===== src/rtl/zsd_ram.sv =====
// Generic single-clock RAM: one write port and one read port, registered read.
// Used for the filtered sample window. No dependencies.
`default_nettype none

module zsd_ram #(
  parameter int WIDTH = 16,
  parameter int DEPTH = 10
) (
  input  wire logic                     clk,
  input  wire logic                     we,
  input  wire logic [$clog2(DEPTH)-1:0] waddr,
  input  wire logic [WIDTH-1:0]         wdata,
  input  wire logic [$clog2(DEPTH)-1:0] raddr,
  output logic      [WIDTH-1:0]         rdata
);

  logic [WIDTH-1:0] mem [DEPTH];

  // Read data is registered; a read of the entry being written
  // in the same cycle returns the old data.
  always_ff @(posedge clk) begin
    if (we) begin
      mem[waddr] <= wdata;
    end
    rdata <= mem[raddr];
  end

endmodule

`default_nettype wire


===== config.mk =====
export PLATFORM = sky130hd
export DESIGN_NAME = zsd_ram
export DESIGN_NICKNAME = d
export VERILOG_FILES = /design/src/rtl/zsd_ram.sv
export SDC_FILE = /design/constraint.sdc
export NUM_CORES = 1
export LEC_CHECK = 0
export BUFFER_PORTS_ARGS = -buffer_cell sky130_fd_sc_hd__buf_2
export CAP_MARGIN = 20
export CORE_ASPECT_RATIO = 2
export CORE_MARGIN = 2
export CORE_UTILIZATION = 46
export DETAILED_ROUTE_END_ITERATION = 8
export PLACE_DENSITY = 0.62
export SLEW_MARGIN = 20
export SYNTH_ARGS = -nofsm -noshare
export SYNTH_HDL_FRONTEND = slang
export SYNTH_SLANG_ARGS = --single-unit

===== constraint.sdc =====
create_clock -name clk -period 6.5 [get_ports clk]
set_input_delay 0.975 -clock clk [delete_from_list [all_inputs] [get_ports clk]]
set_output_delay 0.975 -clock clk [all_outputs]
set_load 0.1 [all_outputs]

==> impl_results.md <==
- Bufs and invs on worst path: 1
- Slew Viols, Final: 0
- Yosys top cell area share: 71.6%
- Synth cell count leaders: edfxtp_1 (160), mux2_2 (48), mux2i_1 (32)
- Cts repair resizes: 0
- Arr. time, crit path: 1.20 ns
- Most instantiated library cell after synthesis: edfxtp_1
- Final cycle utilization of the critical path: 33.4%
- Ys async rst share: 0%
- Leakage: 0.00265 uW
- Worst R2R Path Depth: 3
- IO Count: 42
- Post-synthesis sequential area ratio: 76.3%
- Post-DR vias/cell: 5.44
- Crit-path max cell delay: 0.44 ns
- ANT cells: 0
- Root Buffer Master: clkbuf_16
- Setup Viol. Count Final: 0
- Synth Warn #: 0
- Core area: 14400 um^2
- Input/output buffers: 41
- Number of synthesized register bits: 176
- Critical Path RT: 5.52 ns
- Die extent in x: 89.4 um
- WL/cell: 20.9 um
- Critical path fanouts, max: 1
- Status: finished, final reports clean
- Max-cap violations: 0
- TritonCTS buffer count: 17
- Mean Syn Cell Area: 18.8 um^2
- Clk pin slew, worst setup/hold paths: 0.06 ns
- Util after Layout: 53.6%
- Nets: 437
- Cell accounting for the most synthesized area: edfxtp_1
- Min cycle time layout: 2.17 ns
- H-tree levels: 4
- GRT Total Usage: 17.8%
- Overflow after GRT: 0
- CP top delay family: buffers and inverters
- Syn Std Cell Area: 6710 um^2
- Critical path class: register to output port
- TritonCTS sink count: 176
- Die height: 175 um
- Hold Path Depth: 3
- CTS tree: built
- Type of origin of the critical path: register
- Initial core utilization: 46.8%
- Slew headroom: 31.7%
- Max Freq: 0.461 GHz
- Synth area leaders: edfxtp_1 (72%), mux2_2 (8.1%), dfxtp_1 (4.8%)
- Share of layout cells above drive strength 1: 35.4%
- DP HPWL: 7.20 mm
- EDFF count, synth: 160
- Total Routed Length: 12.9 mm
- Critical-path cell with the highest stage delay: buf_2
- Initial antenna violation count: 0
- R2R Path Start: mem[7][3]
- First-pass GRT wire length: 19.5 mm
- CP cell instances: buf_2
- Die area: 15600 um^2
- Via count: 3350
- Row count: 62
- Pwr Density: 315 nW/um^2
- Clock buffer depth: 2
- Routability cong.: 0.690
- Setup Buffers After CTS: 0
- Worst Hold Class: register to register
- R2R Path End: rdata[3]
- First-iteration detailed-routing DRC count: 179
- Vias in the first global route: 3520
- R2r setup slk: 5.44 ns
- Final Skew: 0.00801 ns
- RSZ-0062 raised after global routing: no
- # DRC: 0
- Count of different cell masters after synthesis: 21
- CTS Hold Buffers Added: 0
- Worst-skew pair later-pin latency: 0.42 ns
- Setup tns final: 0 ns
- TritonRoute pass-1 iters: 4
- Hold EP: rdata[13]
- P&R area growth vs syn: 14.7%
- Slew @ Worst Pin: 1.02 ns
- Synth Flop Type: edfxtp_1
- Post-synth net total: 384
- Hold wc startpoint: mem[9][13]
- Mapped Cells: 358
- Final ANT Viol Nets: 0
- Largest net degree at the start of global routing: 81
- Worst vdd ir: 0.000183 V
- Setup crit end kind: output port
- Number of hold violations in the final report: 0
==> layer usage <==
metal	track usage, %	vias up	wire, um
met5	0	-	0
met4	8.21	0	346
met3	3.78	16	267
met2	32.0	52	7480
met1	19.0	1751	4790
li1	-	1531	-
==> worst max-delay path by stage <==
| stage | end | startpoint | depth (start not counted) |
|---|---|---|---|
| after floorplan | mem[0][0] | waddr[2] | 2 |
| after global placement | rdata[15] | raddr[0] | 4 |
| after detailed placement | rdata[0] | raddr[0] | 4 |
| after CTS | rdata[0] | raddr[0] | 4 |
| after global routing | rdata[3] | rdata[3] | 1 |
| final | rdata[3] | rdata[3] | 1 |
==> layout make-up <==
| type | instances | area [um^2] |
|---|---|---|
| multi-input combinational | 164 | 1480 |
| timing repair buffer | 52 | 294 |
| sequential | 176 | 5120 |
| clock buffer | 19 | 433 |
| tap | 192 | 240 |
| fill | 1162 | 6660 |
| clock inverter | 13 | 129 |
==> where the power goes <==
| part | switching [uW] | leakage (uW) | total (uW) | internal (uW) |
|---|---|---|---|---|
| logic | 139 | 0.000806 | 191 | 51.6 |
| clock network | 425 | 0.000263 | 960 | 535 |
| registers | 7.12 | 0.00158 | 1270 | 1260 |
| total | 571 | 0.00265 | 2420 | 1850 |
==> placed cells by master (no fill, tap or decap), types with 4 or more instances in the layout <==
cell type	n
a22o_1	16
buf_2	40
buf_4	11
clkbuf_16	17
clkinvlp_4	4
dfxtp_1	16
edfxtp_1	160
inv_6	4
mux2_2	48
mux2i_1	32
nand2_1	18
nor2_1	7
o22ai_1	16
o31ai_2	15
==> sequential cells by signal (all words and copies together), names as in the netlist <==
name,cells
mem,160
rdata,16
==> stage by stage <==
stage	area, um^2	power (uW)	instances	hold slack [ns]	setup WS [ns]
final	7700	2420	616	0.583	4.33
after detailed placement	7130	1490	584	0.570	3.73
after global routing	7700	2500	616	0.624	4.29
after global placement	7130	1480	584	0.565	3.76
after floorplan	6710	1440	358	0.542	3.47
after CTS	7690	2450	616	0.588	4.18
==> cells by family after synthesis <==
family	Yosys count	share of synthesized area, %
flops	176	76.3
mux	80	12.8
compound gates	48	6.49
simple gates	36	2.40
buf+inv	18	1.94
Power figures use the tool's default switching activity.
